[config.mk]
export PLATFORM = sky130hd
export DESIGN_NAME = tiri_lerp
export DESIGN_NICKNAME = d
export VERILOG_FILES = /design/src/rtl/core/tiri_pkg.sv /design/src/rtl/core/tiri_lerp.sv
export SDC_FILE = /design/constraint.sdc
export NUM_CORES = 1
export LEC_CHECK = 0
export ABC_CLOCK_PERIOD_IN_PS = 8250
export BUFFER_PORTS_ARGS = -buffer_cell sky130_fd_sc_hd__buf_4
export CORE_MARGIN = 4
export CORE_UTILIZATION = 30
export DETAILED_ROUTE_END_ITERATION = 7
export PLACE_DENSITY = 0.48
export SETUP_SLACK_MARGIN = 0.02
export SYNTH_ARGS = -nofsm -noshare
export SYNTH_HDL_FRONTEND = slang
export SYNTH_SLANG_ARGS = --single-unit
export TNS_END_PERCENT = 5
[constraint.sdc]
create_clock -name clk -period 8.25 [get_ports clk]
set_clock_uncertainty 0.2 [all_clocks]
set_input_delay 1.2375 -clock clk [delete_from_list [all_inputs] [get_ports clk]]
set_output_delay 1.2375 -clock clk [all_outputs]
set_load 0.01 [all_outputs]
[src/rtl/core/tiri_pkg.sv]
// types, constants and codes of the roll interpolator
package tiri_pkg;

    localparam int TIME_W          = 48;
    localparam int ANGLE_W         = 32;
    localparam int IDX_FIELD_W     = 10;
    localparam int CNT_FIELD_W     = 11;
    localparam int STATUS_W        = 2;
    localparam int FRAC_BITS       = 24;
    localparam int TABLE_DEPTH_DEF = 1024;
    localparam int PROD_W          = ANGLE_W + 2 + FRAC_BITS;
    localparam int STEP_W          = $clog2(FRAC_BITS + 1);

    localparam logic OP_LOAD  = 1'b0;
    localparam logic OP_QUERY = 1'b1;

    typedef logic [STATUS_W-1:0] status_t;
    localparam status_t STATUS_OK     = 2'd0;
    localparam status_t STATUS_BEFORE = 2'd1;
    localparam status_t STATUS_AFTER  = 2'd2;
    localparam status_t STATUS_FEW    = 2'd3;

    typedef enum logic [2:0] {
        ST_IDLE,
        ST_BACK_RD,
        ST_BACK_CHK,
        ST_FWD_RD,
        ST_FWD_CHK,
        ST_LERP,
        ST_DONE
    } state_t;

    typedef struct packed {
        logic [TIME_W-1:0]         stamp;
        logic signed [ANGLE_W-1:0] angle;
    } entry_t;

    typedef struct packed {
        logic                      start;
        logic [TIME_W-1:0]         num;
        logic [TIME_W-1:0]         den;
        logic signed [ANGLE_W-1:0] a0;
        logic signed [ANGLE_W-1:0] a1;
    } lerp_req_t;

    typedef struct packed {
        logic                      done;
        logic signed [ANGLE_W-1:0] angle;
    } lerp_rsp_t;

endpackage

[src/rtl/core/tiri_lerp.sv]
// serial divide and multiply: one fraction bit per cycle, folded into the product
module tiri_lerp import tiri_pkg::*; (
    input  logic      clk,
    input  logic      rst_n,
    input  lerp_req_t req,
    output lerp_rsp_t rsp
);

    logic                      busy_reg, busy_next;
    logic                      fin_reg, fin_next;
    logic [STEP_W-1:0]         step_reg, step_next;
    logic [TIME_W-1:0]         rem_reg, rem_next;
    logic [TIME_W-1:0]         den_reg, den_next;
    logic signed [ANGLE_W:0]   diff_reg, diff_next;
    logic signed [PROD_W-1:0]  prod_reg, prod_next;
    logic signed [ANGLE_W-1:0] a0_reg, a0_next;

    logic signed [ANGLE_W:0]   diff_start;
    logic [TIME_W:0]           rem_dbl;
    logic                      qbit;
    logic [PROD_W-FRAC_BITS-1:0] sum;

    always_ff @(posedge clk or negedge rst_n)
    begin
        if (!rst_n)
        begin
            busy_reg <= 1'b0;
            fin_reg  <= 1'b0;
            step_reg <= '0;
        end
        else
        begin
            busy_reg <= busy_next;
            fin_reg  <= fin_next;
            step_reg <= step_next;
        end
    end

    always_ff @(posedge clk)
    begin
        rem_reg  <= rem_next;
        den_reg  <= den_next;
        diff_reg <= diff_next;
        prod_reg <= prod_next;
        a0_reg   <= a0_next;
    end

    always_comb
    begin
        busy_next  = busy_reg;
        fin_next   = 1'b0;
        step_next  = step_reg;
        rem_next   = rem_reg;
        den_next   = den_reg;
        diff_next  = diff_reg;
        prod_next  = prod_reg;
        a0_next    = a0_reg;
        diff_start = {req.a1[ANGLE_W-1], req.a1} - {req.a0[ANGLE_W-1], req.a0};
        rem_dbl    = {rem_reg, 1'b0};
        qbit       = (rem_dbl >= {1'b0, den_reg});

        if (req.start)
        begin
            a0_next   = req.a0;
            diff_next = diff_start;
            den_next  = req.den;
            if (req.num >= req.den)
            begin
                // time at the upper edge: fraction is exactly one
                prod_next = PROD_W'(diff_start) <<< FRAC_BITS;
                busy_next = 1'b0;
                fin_next  = 1'b1;
            end
            else
            begin
                rem_next  = req.num;
                prod_next = '0;
                step_next = STEP_W'(FRAC_BITS);
                busy_next = 1'b1;
            end
        end
        else if (busy_reg)
        begin
            if (qbit)
            begin
                rem_next  = TIME_W'(rem_dbl - {1'b0, den_reg});
                prod_next = (prod_reg <<< 1) + PROD_W'(diff_reg);
            end
            else
            begin
                rem_next  = rem_dbl[TIME_W-1:0];
                prod_next = prod_reg <<< 1;
            end
            step_next = step_reg - STEP_W'(1);
            if (step_reg == STEP_W'(1))
            begin
                busy_next = 1'b0;
                fin_next  = 1'b1;
            end
        end
    end

    // arithmetic shift of the product floors toward minus infinity
    assign sum = {{(PROD_W - FRAC_BITS - ANGLE_W){a0_reg[ANGLE_W-1]}}, a0_reg}
               + prod_reg[PROD_W-1:FRAC_BITS];

    assign rsp.done  = fin_reg;
    assign rsp.angle = sum[ANGLE_W-1:0];

endmodule

**Word level (Yosys, flattened, before mapping)**

Index checks and enable logic that the tools add are counted.

- Register bits after elaboration: 224
- Latch bits: 0
- RAM bits: 0
- Bits in read-only memories: 0
- Input port bits: 163
- Output and inout port bits: 33
- Word-level logic and storage cells: 38
- Memories: 0

- $add $sub $neg: 5
- Multipliers: 0
- Divide/modulo/power cells: 0
- Order comparisons: 2
- Eq/ne operators: 2
- Shift-type cells: 0
- Mux-type cells: 19
- Bitwise logic cells: 0
- Reduce and logical (&&, ||, !) cells: 2

Operator list:

| kind | number |
|---|---|
| two-way mux 56 bit | 4 |
| two-way mux 48 bit | 4 |
| adder 56 x 33 -> 56 bit | 1 |
| greater-or-equal comparator 49 x 48 -> 1 bit | 1 |
| greater-or-equal comparator 48 bit | 1 |
| subtractor 48 bit | 1 |
| subtractor 32 x 32 -> 33 bit | 1 |
| adder 32 bit | 1 |
| two-way mux 5 bit | 3 |
| two-way mux 1 bit | 8 |
| == test 5 x 1 -> 1 bit (second input constant) | 1 |
| subtractor 5 x 1 -> 5 bit (second input constant) | 1 |
| inequality test 2 bit (second input constant) | 1 |
| AND reduction 2 bit | 1 |
| nonzero test 2 bit | 1 |

**Depth between registers and ports, before layout**

- Depth after elaboration: 4
- Depth in mapped cells: 17
- Depth with buffers taken out: 14

**Worst setup path before layout**

No wires, ideal clock.

- Path type: input-to-reg
- From: in req[85] in the netlist's numbering
- To: reg rem_reg[0] (enable)
- Library setup time: 0.463 ns
- Arrival time: 5.060 ns
- Required time: 7.587 ns
- Path slack: 2.527 ns
- Cell stages on the path: 11
- Buffers on the path: 0
- Cell sequence: inv_1 -> ha_1 -> and4_1 -> nand2_1 -> nor2_1 -> a221oi_1 -> o221ai_1 -> o21a_1 -> o21ai_0 -> a21oi_1 -> nor2b_1

- Word-level cells in the longest chain between the ends: 3

RTL lines:

| what | RTL line | RTL |
|---|---|---|
| start: declaration | tiri_lerp.sv:5 | `input lerp_req_t req,` |
| greater-or-equal comparator 48 bit | tiri_lerp.sv:67 | `if (req.num >= req.den)` |
| inequality test 2 bit (no line) | -- |  |
| AND reduction 2 bit (no line) | -- |  |
| end signal: assignment | tiri_lerp.sv:41 | `rem_reg <= rem_next;` |
| end: declaration | tiri_lerp.sv:12 | `logic [TIME_W-1:0] rem_reg, rem_next;` |

No other way between the ends.
A chain may end at the register's enable or synchronous reset.

==> tab_implementation.tex <==
\begin{tabular}{lr}
\hline
Metric & Value \\
\hline
\multicolumn{2}{l}{\textbf{Synthesis}} \\
\quad Most instantiated flip-flop cell in the synthesis netlist & sky130\_fd\_sc\_hd\_\_edfxtp\_1 \\
\quad Sequential area share after synthesis & 35.4\% \\
\quad Post-Synthesis Net Count & 2,447 \\
\quad Flip-flop and latch count after synthesis & 224 \\
\quad Number of synthesis warnings & 0 \\
\quad Number of flops mapped to enable cells by yosys & 217 \\
\quad Post-Synthesis Cell Area & 18,900 sq um \\
\quad Average cell area after synthesis & 9.15 sq um \\
\quad Share of synthesized flip-flops with an asynchronous set or reset & 3.13\% \\
\quad Post-Syn Instances & 2,065 \\
\quad Number of different library cells in the post-synthesis netlist & 83 \\
\multicolumn{2}{l}{\textbf{Power and ir drop}} \\
\quad Pwr/cell area & 353 nW/um\^{}2 \\
\quad Largest vdd supply drop & 175 uV \\
\quad Net switching power figure & 3.36 mW \\
\quad Internal power & 4.49 mW \\
\quad Comb power frac & 57.3\% \\
\quad Leak Pwr & 9.88 nW \\
\quad Fraction of power spent switching nets & 42.8\% \\
\quad Seq pwr share & 24.1\% \\
\quad Total design power & 7.85 mW \\
\quad Clock power share & 18.6\% \\
\multicolumn{2}{l}{\textbf{CTS}} \\
\quad Clock network latency to the later pin of the worst-skew pair & 0.60 ns \\
\quad Number of H-tree branching levels & 1 \\
\quad Count of buffers added by post-CTS timing repair for setup & 0 \\
\quad Number of resized instances in the post-cts repair step & 0 \\
\quad Clock root buffer master & sky130\_fd\_sc\_hd\_\_clkbuf\_16 \\
\quad \# clock sinks & 224 \\
\quad Hold bufs inserted after CTS & 0 \\
\quad Clock tree from TritonCTS & done \\
\quad Register clock-pin slew on the reported worst setup and hold paths & 0.06 ns \\
\quad Maximum number of buffers from clock root to sink & 3 \\
\quad Clock buffers created by TritonCTS & 31 \\
\multicolumn{2}{l}{\textbf{Place}} \\
\quad Port Buf Inserts & 195 \\
\quad Final weighted congestion in routability-driven placement & 0.881 \\
\quad Half-perimeter wire length after placement & 44,400 um \\
\quad Number of cells in the design after placement & 3,036 \\
\quad Setup WS pre-CTS & 2.38 ns \\
\multicolumn{2}{l}{\textbf{Critical path}} \\
\quad Worst Path Max Fanout & 4 \\
\quad Critical path data required time & 6.81 ns \\
\quad Startpoint types & flop \\
\quad Kind of end point of the critical path & output pin \\
\quad Classification of the worst setup path & reg2out \\
\quad Arrival time reported for the critical path endpoint & 4.29 ns \\
\multicolumn{2}{l}{\textbf{Routing}} \\
\quad DRC & 0 \\
\quad Number of iterations in the first detailed-routing pass & 5 \\
\quad Vias & 15,908 \\
\quad Detailed-route wire length per cell & 18.8 um \\
\quad Number of routed nets with antenna violations & 0 \\
\quad Drt first-iter violations & 820 \\
\quad Per-cell via count in the routed design & 5.14 \\
\quad Wirelength, routed & 58,100 um \\
\multicolumn{2}{l}{\textbf{Timing}} \\
\quad Slew @ Worst Pin & 1.25 ns \\
\quad Setup repair after global routing missed its margin & no \\
\quad Final setup slack of the worst path & 2.52 ns \\
\quad Final setup violation count & 0 \\
\quad Accumulated negative setup slack & 0 ns \\
\quad Final count of pins violating max slew & 0 \\
\quad Maximum operating frequency & 175 MHz \\
\quad Tightest hold margin & 0.269 ns \\
\quad Worst slew slack as a fraction of its limit & 16.8\% \\
\quad Post-layout minimum cycle time & 5.73 ns \\
\quad Hold violation count in the final report & 0 \\
\quad Ratio of final minimum period to clock period & 69.5\% \\
\multicolumn{2}{l}{\textbf{Cells and area}} \\
\quad Ratio of cells with drive above 1 in the final layout & 13.6\% \\
\quad Max reg flops & 56 \\
\quad Final standard cell count with taps included and fillers excluded & 3,095 \\
\quad Nets & 2,614 \\
\quad Layout Area Growth over Synthesis & 17.5\% \\
\quad FILL cells & 6,403 \\
\multicolumn{2}{l}{\textbf{Global routing}} \\
\quad Vias in the first global route & 16,215 \\
\quad Maximum number of pins on one net before global-route repair & 72 \\
\quad Global-route wire length before repair & 90,600 um \\
\quad Total overflow reported by the global router & 0 \\
\quad Total routing resource utilization after global routing & 16.8\% \\
\quad Initial antenna violation count & 2 \\
\multicolumn{2}{l}{\textbf{Floorplanning}} \\
\quad Die area & 67,100 sq um \\
\quad Starting utilization of the core area & 30.5\% \\
\quad I/O Pins & 196 \\
\quad Number of rows in the core area & 91 \\
\quad Floorplan core area & 62,100 sq um \\
\quad Die boundary width & 259 um \\
\quad Vertical die dimension & 259 um \\
\multicolumn{2}{l}{\textbf{Outcome}} \\
\quad Result of the run & completed \\
\multicolumn{2}{l}{\textbf{Worst hold path}} \\
\quad Worst hold-check path type & in2async \\
\multicolumn{2}{l}{\textbf{Flow run}} \\
\quad Max capacitance violation total & 0 \\
\hline
\end{tabular}
==> final timing paths <==
check                             start      endpoint  slack, ns  depth (start not counted)
max                        prod_reg[25]       rsp[31]       2.52                         13
min                               rst_n       fin_reg       0.27                          1
max reg2reg                  rem_reg[7]  prod_reg[53]       3.48                         13
min reg2reg                 step_reg[3]   step_reg[3]       0.31                          1
max in group asynchronous         rst_n   step_reg[1]       7.45                          1
min in group clk            step_reg[3]   step_reg[3]       0.31                          1
==> critical path, cell delays in order (launching register included) <==
cell and delay, ns:
sky130_fd_sc_hd__edfxtp_1 0.45, sky130_fd_sc_hd__ha_1 0.34, sky130_fd_sc_hd__a211oi_1 0.20, sky130_fd_sc_hd__o21ai_0 0.21, sky130_fd_sc_hd__o211ai_1 0.43, sky130_fd_sc_hd__a31oi_1 0.29, sky130_fd_sc_hd__a221o_1 0.45, sky130_fd_sc_hd__nor3_1 0.26
sky130_fd_sc_hd__o31ai_1 0.18, sky130_fd_sc_hd__o21a_1 0.20, sky130_fd_sc_hd__o21ai_0 0.25, sky130_fd_sc_hd__a21oi_1 0.13, sky130_fd_sc_hd__xnor2_1 0.16, sky130_fd_sc_hd__buf_4 0.14
==> power by group through the flow <==
stage	combinational [mW]	sequential [mW]	clock, mW
6_report	4.50	1.89	1.46
5_1_grt	5.03	1.93	1.56
3_5_place_dp	4.48	1.91	0
3_3_place_gp	4.47	1.91	0
2_1_floorplan	3.32	1.81	0
4_1_cts	4.51	1.89	1.51
==> placed cells by master (no fill, tap or decap), types with 10 or more instances in the layout <==
cell type / netlist / routed
sky130_fd_sc_hd__nor2b_1: 22 / 21
sky130_fd_sc_hd__nand2_1: 176 / 175
sky130_fd_sc_hd__o21ai_0: 110 / 110
sky130_fd_sc_hd__o21bai_1: 17 / 17
sky130_fd_sc_hd__nand3_1: 38 / 38
sky130_fd_sc_hd__nand4_1: 27 / 27
sky130_fd_sc_hd__a21oi_1: 239 / 238
sky130_fd_sc_hd__nand2b_1: 12 / 12
sky130_fd_sc_hd__nor3_1: 30 / 30
sky130_fd_sc_hd__o31ai_1: 13 / 13
sky130_fd_sc_hd__o21a_1: 38 / 38
sky130_fd_sc_hd__mux2_2: 24 / 24
sky130_fd_sc_hd__xor2_1: 57 / 57
sky130_fd_sc_hd__xnor2_1: 89 / 89
sky130_fd_sc_hd__edfxtp_1: 217 / 217
sky130_fd_sc_hd__buf_4: 4 / 203
sky130_fd_sc_hd__clkbuf_16: 0 / 31
sky130_fd_sc_hd__nor2_1: 131 / 131
sky130_fd_sc_hd__ha_1: 215 / 215
sky130_fd_sc_hd__inv_1: 177 / 176
sky130_fd_sc_hd__a21o_1: 106 / 106
sky130_fd_sc_hd__a31oi_1: 21 / 21
sky130_fd_sc_hd__or3_1: 10 / 10
sky130_fd_sc_hd__a211oi_1: 23 / 23
sky130_fd_sc_hd__o211ai_1: 15 / 15
sky130_fd_sc_hd__and3_1: 24 / 24
sky130_fd_sc_hd__a22oi_1: 11 / 11
==> through the flow <==
stage	utilization, %	area (sq um)
finish	35.8	22200
global route	35.8	22200
CTS	35.8	22200
detailed placement	34.0	21100
global placement	34.0	21100
floorplan	-	18900
==> Yosys cell counts (11+ instances only) <==
library cell	n	share of area, %
sky130_fd_sc_hd__a21oi_1	239	6.3
sky130_fd_sc_hd__edfxtp_1	217	34
sky130_fd_sc_hd__ha_1	215	14
sky130_fd_sc_hd__inv_1	177	3.5
sky130_fd_sc_hd__nand2_1	176	3.5
sky130_fd_sc_hd__nor2_1	131	2.6
sky130_fd_sc_hd__o21ai_0	110	2.9
sky130_fd_sc_hd__a21o_1	106	4.2
sky130_fd_sc_hd__xnor2_1	89	4.1
sky130_fd_sc_hd__xor2_1	57	2.6
sky130_fd_sc_hd__clkbuf_1	43	0.85
sky130_fd_sc_hd__nand3_1	38	1.0
sky130_fd_sc_hd__o21a_1	38	1.5
sky130_fd_sc_hd__nor3_1	30	0.79
sky130_fd_sc_hd__nand4_1	27	0.89
sky130_fd_sc_hd__and3_1	24	0.79
sky130_fd_sc_hd__mux2_2	24	1.4
sky130_fd_sc_hd__a211oi_1	23	0.91
sky130_fd_sc_hd__nor2b_1	22	0.73
sky130_fd_sc_hd__a31oi_1	21	0.70
sky130_fd_sc_hd__o21bai_1	17	0.68
sky130_fd_sc_hd__o211ai_1	15	0.60
sky130_fd_sc_hd__buf_2	13	0.34
sky130_fd_sc_hd__o31ai_1	13	0.52
sky130_fd_sc_hd__nand2b_1	12	0.40
sky130_fd_sc_hd__a22oi_1	11	0.44
==> per-layer routing <==
| metal | vias up | share of wire (%) | global-route usage [%] |
|---|---|---|---|
| met5 | - | 0.034 | 0 |
| met4 | 2 | 2.5 | 4.39 |
| met3 | 83 | 4.2 | 2.35 |
| met2 | 294 | 47 | 29.1 |
| met1 | 7579 | 46 | 22.2 |
| li1 | 7950 | - | - |
==> cells by family (layout without fill, tap and decap cells) <==
kind of cell    after synthesis  in the layout  share of synthesized area, %
flops                       224            224                          35.4
buf+inv                     247            439                          5.57
compound gates              686            686                          23.1
fa+ha+maj                   219            219                          14.7
simple gates                516            516                          12.9
mux                          27             27                          1.59
xor+xnor                    146            146                          6.77
other cells                   0              1                             0
==> final cells by class <==
class | count | area (sq um) | share of cell area [%]
timing repair buffer | 204 | 1540 | 6.92
sequential | 224 | 6690 | 30.1
antenna | 1 | 2.50 | 0.0113
clock inverter | 25 | 305 | 1.37
multi-input combinational | 1594 | 11200 | 50.3
inverter | 177 | 664 | 2.99
tap | 837 | 1050 | 4.72
clock buffer | 33 | 783 | 3.53
(Power assumes the default switching activity.)
